**config.mk**
```make
export PLATFORM = sky130hd
export DESIGN_NAME = rbcs_cell
export DESIGN_NICKNAME = d
export VERILOG_FILES = /design/src/sv/rbcs_pkg.sv /design/src/sv/rbcs_cell.sv
export SDC_FILE = /design/constraint.sdc
export NUM_CORES = 1
export LEC_CHECK = 0
export ABC_AREA = 1
export BUFFER_PORTS_ARGS = -buffer_cell sky130_fd_sc_hd__buf_4
export CAP_MARGIN = 10
export CORE_MARGIN = 2
export CORE_UTILIZATION = 50
export DETAILED_ROUTE_END_ITERATION = 16
export GPL_TIMING_DRIVEN = 0
export PLACE_DENSITY = 0.81
export SLEW_MARGIN = 25
export SYNTH_ARGS = -nofsm -noshare
export SYNTH_HDL_FRONTEND = slang
export SYNTH_SLANG_ARGS = --single-unit
```
**constraint.sdc**
```tcl
create_clock -name clk -period 1.9 [get_ports clk]
set_input_delay 0.285 -clock clk [delete_from_list [all_inputs] [get_ports clk]]
set_output_delay 0.285 -clock clk [all_outputs]
set_load 0.01 [all_outputs]
```
**src/sv/rbcs_pkg.sv**
```systemverilog
// ---------------------------------------------------------------------------
// rbcs_pkg
// Shared codes and types of the block cache scheduler: request kinds,
// response status, slot phases and the slot update command.
// ---------------------------------------------------------------------------
package rbcs_pkg;

    // request kinds
    localparam logic [2:0] K_SCHED   = 3'd0;
    localparam logic [2:0] K_RELEASE = 3'd1;
    localparam logic [2:0] K_PICK    = 3'd2;
    localparam logic [2:0] K_DONE    = 3'd3;
    localparam logic [2:0] K_QUERY   = 3'd4;

    // response status
    localparam logic [2:0] ST_HIT     = 3'd0;
    localparam logic [2:0] ST_ALLOC   = 3'd1;
    localparam logic [2:0] ST_NOFREE  = 3'd2;
    localparam logic [2:0] ST_PICKED  = 3'd3;
    localparam logic [2:0] ST_NOSCHED = 3'd4;
    localparam logic [2:0] ST_OK      = 3'd5;
    localparam logic [2:0] ST_UNDER   = 3'd6;

    // slot phases
    localparam logic [1:0] PH_CLEAN = 2'd0;
    localparam logic [1:0] PH_SCHED = 2'd1;
    localparam logic [1:0] PH_DOWN  = 2'd2;
    localparam logic [1:0] PH_DONE  = 2'd3;

    // slot update operations
    typedef enum logic [2:0] {
        OP_NONE  = 3'd0,
        OP_HIT   = 3'd1,
        OP_ALLOC = 3'd2,
        OP_PICK  = 3'd3,
        OP_REL   = 3'd4,
        OP_FIN   = 3'd5
    } op_t;

    typedef struct packed {
        op_t  op;
        logic success;
    } upd_t;

endpackage

```
**src/sv/rbcs_cell.sv**
```systemverilog
// ---------------------------------------------------------------------------
// rbcs_cell
// One slot of the table. Holds the slot state, merges its own candidate
// into the search records handed on from the previous cell, and applies
// the update command when it is the target.
// ---------------------------------------------------------------------------
module rbcs_cell
    import rbcs_pkg::*;
#(
    parameter int IDX      = 0,
    parameter int IDX_W    = 5,
    parameter int BLK_W    = 10,
    parameter int REF_BITS = 8
) (
    input  logic                clk,
    input  logic                rst_n,
    // broadcast request
    input  logic [31:0]         req_file,
    input  logic [31:0]         req_rev,
    input  logic [BLK_W-1:0]    req_blk,
    input  logic [31:0]         req_now,
    // update command
    input  upd_t                upd,
    input  logic [IDX_W-1:0]    upd_idx,
    // search records from the previous cell
    input  logic                hit_found_in,
    input  logic [IDX_W-1:0]    hit_idx_in,
    input  logic                free_found_in,
    input  logic [IDX_W-1:0]    free_idx_in,
    input  logic [31:0]         free_stamp_in,
    input  logic                pk_found_in,
    input  logic [IDX_W-1:0]    pk_idx_in,
    input  logic [REF_BITS-1:0] pk_refs_in,
    input  logic [BLK_W-1:0]    pk_blk_in,
    // search records to the next cell
    output logic                hit_found_out,
    output logic [IDX_W-1:0]    hit_idx_out,
    output logic                free_found_out,
    output logic [IDX_W-1:0]    free_idx_out,
    output logic [31:0]         free_stamp_out,
    output logic                pk_found_out,
    output logic [IDX_W-1:0]    pk_idx_out,
    output logic [REF_BITS-1:0] pk_refs_out,
    output logic [BLK_W-1:0]    pk_blk_out,
    // slot contents
    output logic [31:0]         file,
    output logic [31:0]         rev,
    output logic [BLK_W-1:0]    blk,
    output logic [1:0]          phase,
    output logic [REF_BITS-1:0] refs
);

    localparam logic [IDX_W-1:0] MY_IDX = IDX_W'(IDX);

    logic                valid_reg;
    logic [REF_BITS-1:0] refs_reg;
    logic [1:0]          phase_reg;
    logic [31:0]         stamp_reg;
    logic [31:0]         file_reg;
    logic [31:0]         rev_reg;
    logic [BLK_W-1:0]    blk_reg;

    logic                hit_found_reg, free_found_reg, pk_found_reg;
    logic [IDX_W-1:0]    hit_idx_reg, free_idx_reg, pk_idx_reg;
    logic [31:0]         free_stamp_reg;
    logic [REF_BITS-1:0] pk_refs_reg;
    logic [BLK_W-1:0]    pk_blk_reg;

    logic                match, take_free, take_pk, sel;
    logic [REF_BITS-1:0] refs_inc;

    // candidate tests
    always_comb
    begin
        match = valid_reg && file_reg == req_file && rev_reg == req_rev &&
                blk_reg == req_blk;
        take_free = (refs_reg == '0) &&
                    (!free_found_in || stamp_reg < free_stamp_in);
        take_pk = valid_reg && phase_reg == PH_SCHED &&
                  (!pk_found_in || refs_reg > pk_refs_in ||
                   (refs_reg == pk_refs_in && blk_reg < pk_blk_in));
        sel = (upd.op != OP_NONE) && (upd_idx == MY_IDX);
        refs_inc = (refs_reg == '1) ? refs_reg : refs_reg + 1'b1;
    end

    // search records, one hop per cycle
    always_ff @(posedge clk or negedge rst_n)
    begin
        if (!rst_n)
        begin
            hit_found_reg  <= 1'b0;
            free_found_reg <= 1'b0;
            pk_found_reg   <= 1'b0;
        end
        else
        begin
            hit_found_reg  <= hit_found_in | match;
            free_found_reg <= free_found_in | take_free;
            pk_found_reg   <= pk_found_in | take_pk;
        end
    end

    always_ff @(posedge clk)
    begin
        hit_idx_reg    <= hit_found_in ? hit_idx_in : MY_IDX;
        free_idx_reg   <= take_free ? MY_IDX : free_idx_in;
        free_stamp_reg <= take_free ? stamp_reg : free_stamp_in;
        pk_idx_reg     <= take_pk ? MY_IDX : pk_idx_in;
        pk_refs_reg    <= take_pk ? refs_reg : pk_refs_in;
        pk_blk_reg     <= take_pk ? blk_reg : pk_blk_in;
    end

    // slot control state
    always_ff @(posedge clk or negedge rst_n)
    begin
        if (!rst_n)
        begin
            valid_reg <= 1'b0;
            refs_reg  <= '0;
            phase_reg <= PH_CLEAN;
            stamp_reg <= '0;
        end
        else if (sel)
        begin
            case (upd.op)
                OP_HIT:
                begin
                    stamp_reg <= req_now;
                    refs_reg  <= refs_inc;
                end
                OP_ALLOC:
                begin
                    valid_reg <= 1'b1;
                    phase_reg <= PH_SCHED;
                    stamp_reg <= req_now;
                    refs_reg  <= REF_BITS'(1);
                end
                OP_PICK:
                begin
                    phase_reg <= PH_DOWN;
                    refs_reg  <= refs_inc;
                end
                OP_REL:
                begin
                    refs_reg <= refs_reg - 1'b1;
                end
                OP_FIN:
                begin
                    phase_reg <= upd.success ? PH_DONE : PH_SCHED;
                    refs_reg  <= refs_reg - 1'b1;
                end
                default:
                begin
                end
            endcase
        end
    end

    // slot tag, written on allocation
    always_ff @(posedge clk)
    begin
        if (sel && upd.op == OP_ALLOC)
        begin
            file_reg <= req_file;
            rev_reg  <= req_rev;
            blk_reg  <= req_blk;
        end
    end

    assign hit_found_out  = hit_found_reg;
    assign hit_idx_out    = hit_idx_reg;
    assign free_found_out = free_found_reg;
    assign free_idx_out   = free_idx_reg;
    assign free_stamp_out = free_stamp_reg;
    assign pk_found_out   = pk_found_reg;
    assign pk_idx_out     = pk_idx_reg;
    assign pk_refs_out    = pk_refs_reg;
    assign pk_blk_out     = pk_blk_reg;
    assign file  = file_reg;
    assign rev   = rev_reg;
    assign blk   = blk_reg;
    assign phase = phase_reg;
    assign refs  = refs_reg;

endmodule

```
Word-level counts from Yosys, hierarchy flattened
Index checks and enable logic that the tools add are counted.

word-level totals
  output and inout port bits = 152
  bits in registers = 185
  bits of input ports = 185
  logic and storage cells = 69

operators by class
  bitwise operators = 3
  mux-type cells = 7
  reduce and logical (&&, ||, !) cells = 26
  magnitude comparators = 3
  equal/unequal tests = 12
  add/sub/neg operators = 2

operator list
  operator               count
  $eq A32 B32 Y1         2
  $lt A32 B32 Y1         1
  $mux W32               1
  $pmux W8 S3            1
  $mux W8                2
  $eq A10 B10 Y1         1
  $lt A10 B10 Y1         1
  $mux W10               1
  $logic_and A1 B1 Y1    9
  $reduce_bool A3 Y1     3
  $add A8 B1 Y8 const B  1
  $eq A8 B8 Y1           1
  $eq A8 B8 Y1 const B   1
  $gt A8 B8 Y1           1
  $logic_not A8 Y1       1
  $sub A8 B1 Y8 const B  1
  $eq A3 B2 Y1 const B   2
  $eq A3 B3 Y1 const B   2
  $pmux W2 S3            1
  $reduce_and A2 Y1      3
  $reduce_or A2 Y1       3
  $logic_not A5 Y1       1
  $eq A3 B1 Y1 const B   1
  $logic_or A1 B1 Y1     3
  other kinds (6)        9

Depth between registers and ports, before layout
  depth in word-level cells = 5
  gate-level depth with buffers = 17
  mapped depth without buffers = 16

Worst setup path before layout
No wires, ideal clock.

  path kind = in2reg
  from = input upd_idx[1]
  to = register stamp_reg[23]
  stages on the path = 8
  setup slack = -0.671 ns
  data required time = 1.783 ns
  arrival time = 2.454 ns
  cell sequence = or2_0 > nor4_2 > nand2_2 > nor2_4 > a31oi_4 > buf_6 > nand2_1 > o21ai_2

between the ends
  cells in the longest elaborated chain, start to end = 3

RTL lines
  item                         RTL line          text
  start: declaration           rbcs_cell.sv:24   input logic [IDX_W-1:0] upd_idx,
  $logic_not A5 Y1             rbcs_cell.sv:82   sel = (upd.op != OP_NONE) && (upd_idx == MY_IDX);
  $logic_and A1 B1 Y1          rbcs_cell.sv:82
  $reduce_and A2 Y1 (no line)  --
  end signal: assignment       rbcs_cell.sv:128  stamp_reg <= req_now;
  end signal: assignment       rbcs_cell.sv:135  stamp_reg <= req_now;
  end: declaration             rbcs_cell.sv:58   logic [31:0] stamp_reg;

No other way between the ends.
A chain may end at the register's enable or synchronous reset.

Worst setup path after layout
  from = register stamp_reg[11]
  to = register free_stamp_reg[2], in the netlist free_stamp_out[2]

between the ends
  cells in the longest elaborated chain, start to end = 4

RTL lines
  item                    RTL line          text
  $lt A32 B32 Y1          rbcs_cell.sv:78   (!free_found_in || stamp_reg < free_stamp_in);
  $logic_or A1 B1 Y1      rbcs_cell.sv:78
  $logic_and A1 B1 Y1     rbcs_cell.sv:77   take_free = (refs_reg == '0) &&
  $mux W32                rbcs_cell.sv:107  free_stamp_reg <= take_free ? stamp_reg : free_stamp_in;
  end signal: assignment  rbcs_cell.sv:107
  end: declaration        rbcs_cell.sv:65   logic [31:0] free_stamp_reg;

No other way between the ends.

==> run_results.csv <==
group,metric,value,unit
place,dp.cells,1533,
final_layout,n_fill_cell,1062,
floorplanning,core,0.0174,mm2
synth,synth_nets,1209,
clock_network,clock_sinks,185,
worst_setup_path,critical_path_required,2.28,ns
worst_setup_path,r2r_cells,12,
synth,postSynthCellCount,969,
sta,finalSetupViolations,60,
drt,postRouteAntennaNets,0,
clock_network,cts_buffer_depth,2,
global_route,grt_pass1_vias,8436,
synth,synth_area,0.00892,mm2
final_layout,diodes,0,
hold_path,min_to,"hit_idx_out[3]",
global_route,gr-total-overflow,0,
floorplanning,row_count,48,
worst_setup_path,crit_chain,"ha_1 > a21oi_1 > o21ai_0 > a21oi_2 > nand2_2 > nand2_2 > nand2_2 > nand2_4 > clkbuf_16 > buf_16 > nand3_2 > nand2_1",
clock_network,cts-root-buf,"clkbuf_16",
clock_network,numCtsBuffers,17,
final_layout,nNetsFinal,1614,
drt,wirelength,31.4,mm
sta,hold_ws,0.0267,ns
final_layout,final_common_cell,"buf_4",
final_layout,final_cell_mix,"buf_4 (368), nand2_1 (180), inv_1 (168)",
global_route,track_usage,29.2,%
synth,ys_seq_area_share,52.4,%
drt,drc_errors,0,
floorplanning,die_h,138,um
sta,relSlewSlack,56.7,%
worst_setup_path,crit_fanout,5,
sta,fmax,0.467,GHz
worst_setup_path,crit_path_end_kind,"flop",
outcome,violations,"negative setup slack",
global_route,grt_pass1_wl,41.9,mm
floorplanning,die_area,0.0189,mm2
place,dp_hpwl,20.9,mm
worst_setup_path,cp_slowest_cell,"dfrtp_1",
global_route,antenna_found_initial,0,
synth,synth_edf_count,74,
floorplanning,fp.dieW,138,um
drt,drt_iter0_markers,604,
synth,synth-main-ff-cell,"edfxtp_1",
synth,synth_cell_type_count,43,
hold_path,min_path_cells,3,
worst_setup_path,startpoint_type,"flop",
worst_setup_path,cp_data_arrival_time,2.52,ns
sta,maxSlewViolCount,0,
synth,synthArstFlopShare,24.9,%
power_and_ir_drop,powerDensity,882,mW/mm2
worst_setup_path,crit_top_cell,"nand2_2",
global_route,grt_max_degree,47,
synth,yosys_warnings,0,
sta,setup_slack,-0.240,ns
synth,synth.ff_latch_count,185,
worst_setup_path,critPathKind,"reg -> reg",
final_layout,drive_above_1_share,44.6,%
power_and_ir_drop,ir_drop,0.000685,V
drt,wl_per_cell,19.5,um
final_layout,layout.cells.non_filler,1612,
worst_setup_path,r2r_setup_slack,-0.24,ns
outcome,status,"finished, violations left",
place,gp_congestion,0.896,
synth,avgSynthCellArea,9.20,um2
sta,rsz0062_at_grt,"true",
clock_network,clkLatencyLatePin,0.44,ns
sta,finalCriticalPeriod,2.14,ns
drt,vias_per_cell,5.36,
clock_network,cts_tree,"yes",
place,place_ws,-0.535,ns
sta,finClkSkew,0.00838,ns
floorplanning,start_util,51.4,%
clock_network,clkTransAtPathRegs,0.07,ns
hold_path,hp-class,"in -> reg",
floorplanning,ios,337,
worst_setup_path,cpPeakStageDelay,0.42,ns
sta,tns,-11.41,ns
clock_network,cts.htree.levels,4,
sta,finalCritPeriodShare,113,%
place,port_buffers,336,
final_layout,area_delta_synth_final,53.6,%
worst_setup_path,r2r_end,"free_stamp_out[2]",
power_and_ir_drop,cellLeakagePower,6.78,nW
job,drv_cap,0,
hold_path,min_from,"hit_idx_in[3]",
sta,tightest_slew,0.650,ns
sta,hold_viol,0,
drt,vias,8647,
drt,firstDrtPassIters,5,
worst_setup_path,rr_startpoint,"stamp_reg[11]",
==> cells in the mapped netlist (6+ instances only) <==
| library cell | instances | share of area [%] |
|---|---|---|
| inv_1 | 172 | 7.2 |
| ha_1 | 54 | 7.6 |
| nand3_1 | 44 | 2.5 |
| inv_2 | 6 | 0.25 |
| o22ai_1 | 18 | 1.3 |
| nand4_1 | 13 | 0.91 |
| nand2_1 | 221 | 9.3 |
| edfxtp_1 | 74 | 25 |
| nor3_1 | 7 | 0.39 |
| buf_6 | 9 | 1.1 |
| nor2_1 | 48 | 2.0 |
| dfrtp_1 | 46 | 13 |
| a21oi_1 | 28 | 1.6 |
| buf_2 | 8 | 0.45 |
| xor2_1 | 19 | 1.9 |
| dfxtp_1 | 65 | 15 |
| o21ai_0 | 45 | 2.5 |
| xnor2_1 | 14 | 1.4 |
| o21ai_2 | 29 | 2.8 |
| a21boi_0 | 6 | 0.51 |
==> timing repair <==
| action | in CTS | in global routing |
|---|---|---|
| gates resized for setup | 73 | 143 |
| endpoints found under the setup margin | 74 | 62 |
| hold endpoints to repair | 46 | 0 |
| hold buffers | 1 | 0 |
| setup buffers | 16 | 20 |
| cloned | 4 | 6 |
| pin swaps | 19 | 35 |
==> where the power goes <==
group          leakage (nW)  switching, mW  internal (mW)
clock                 0.289           1.71           2.00
sequential             1.79          0.285           4.51
combinational          4.70           1.80           1.77
==> worst max path at each step <==
stage,startpoint,to,slack [ns],cells after the start
after floorplan,upd_idx[1],stamp_reg[10],-0.67,8
after global placement,upd_idx[1],stamp_reg[6],-1.50,9
after detailed placement,upd_idx[1],rev[12],-0.54,8
after CTS,stamp_reg[5],free_stamp_out[13],-0.03,14
after global routing,refs[5],pk_blk_out[1],-0.33,13
final,stamp_reg[11],free_stamp_out[2],-0.24,12
==> per-stage QoR <==
stage	power (mW)	util, %	cell area [um2]
global route	12.5	78.9	13700
global placement	7.12	67.5	11700
finish	12.1	78.9	13700
floorplan	6.01	-	8920
detailed placement	7.21	68.0	11800
CTS	11.1	73.9	12800
==> area by class of cell <==
class	instances	area, um2	share of cell area [%]
plain buffers	21	254	1.85
clock buffers	17	425	3.11
clock inverters	15	180	1.32
inverters	179	689	5.03
multi-input cells	584	4060	29.6
flip-flops and latches	185	4680	34.2
well taps	225	282	2.06
repair buffers	386	3130	22.8
==> worst max-delay path: cells and delay by family, from the launching register on <==
family	cells	cell delay [ns]
flip-flops	1	0.42
AO/OA/AOI/OAI	3	0.49
AND/OR/NAND/NOR	6	0.54
adder cells (fa/ha/maj)	1	0.33
buffers and inverters	2	0.30
==> kinds of logic after synthesis <==
logic type / after synthesis / synth area share, %
AND/OR/NAND/NOR: 352 / 16.6
adder cells (fa/ha/maj): 55 / 7.80
XOR/XNOR: 33 / 3.24
flip-flops: 185 / 52.4
AO/OA/AOI/OAI: 144 / 10.5
buffers and inverters: 200 / 9.40
==> metal layers <==
layer | vias to the layer above | routed length, um | track usage (%) | share of wire (%)
li1 | 3951 | - | - | -
met5 | - | 0 | 0 | 0
met3 | 133 | 2740 | 8.35 | 8.7
met4 | 0 | 1490 | 11.7 | 4.7
met1 | 4090 | 10700 | 30.8 | 34
met2 | 473 | 16500 | 54.3 | 53
(Power assumes the default switching activity.)
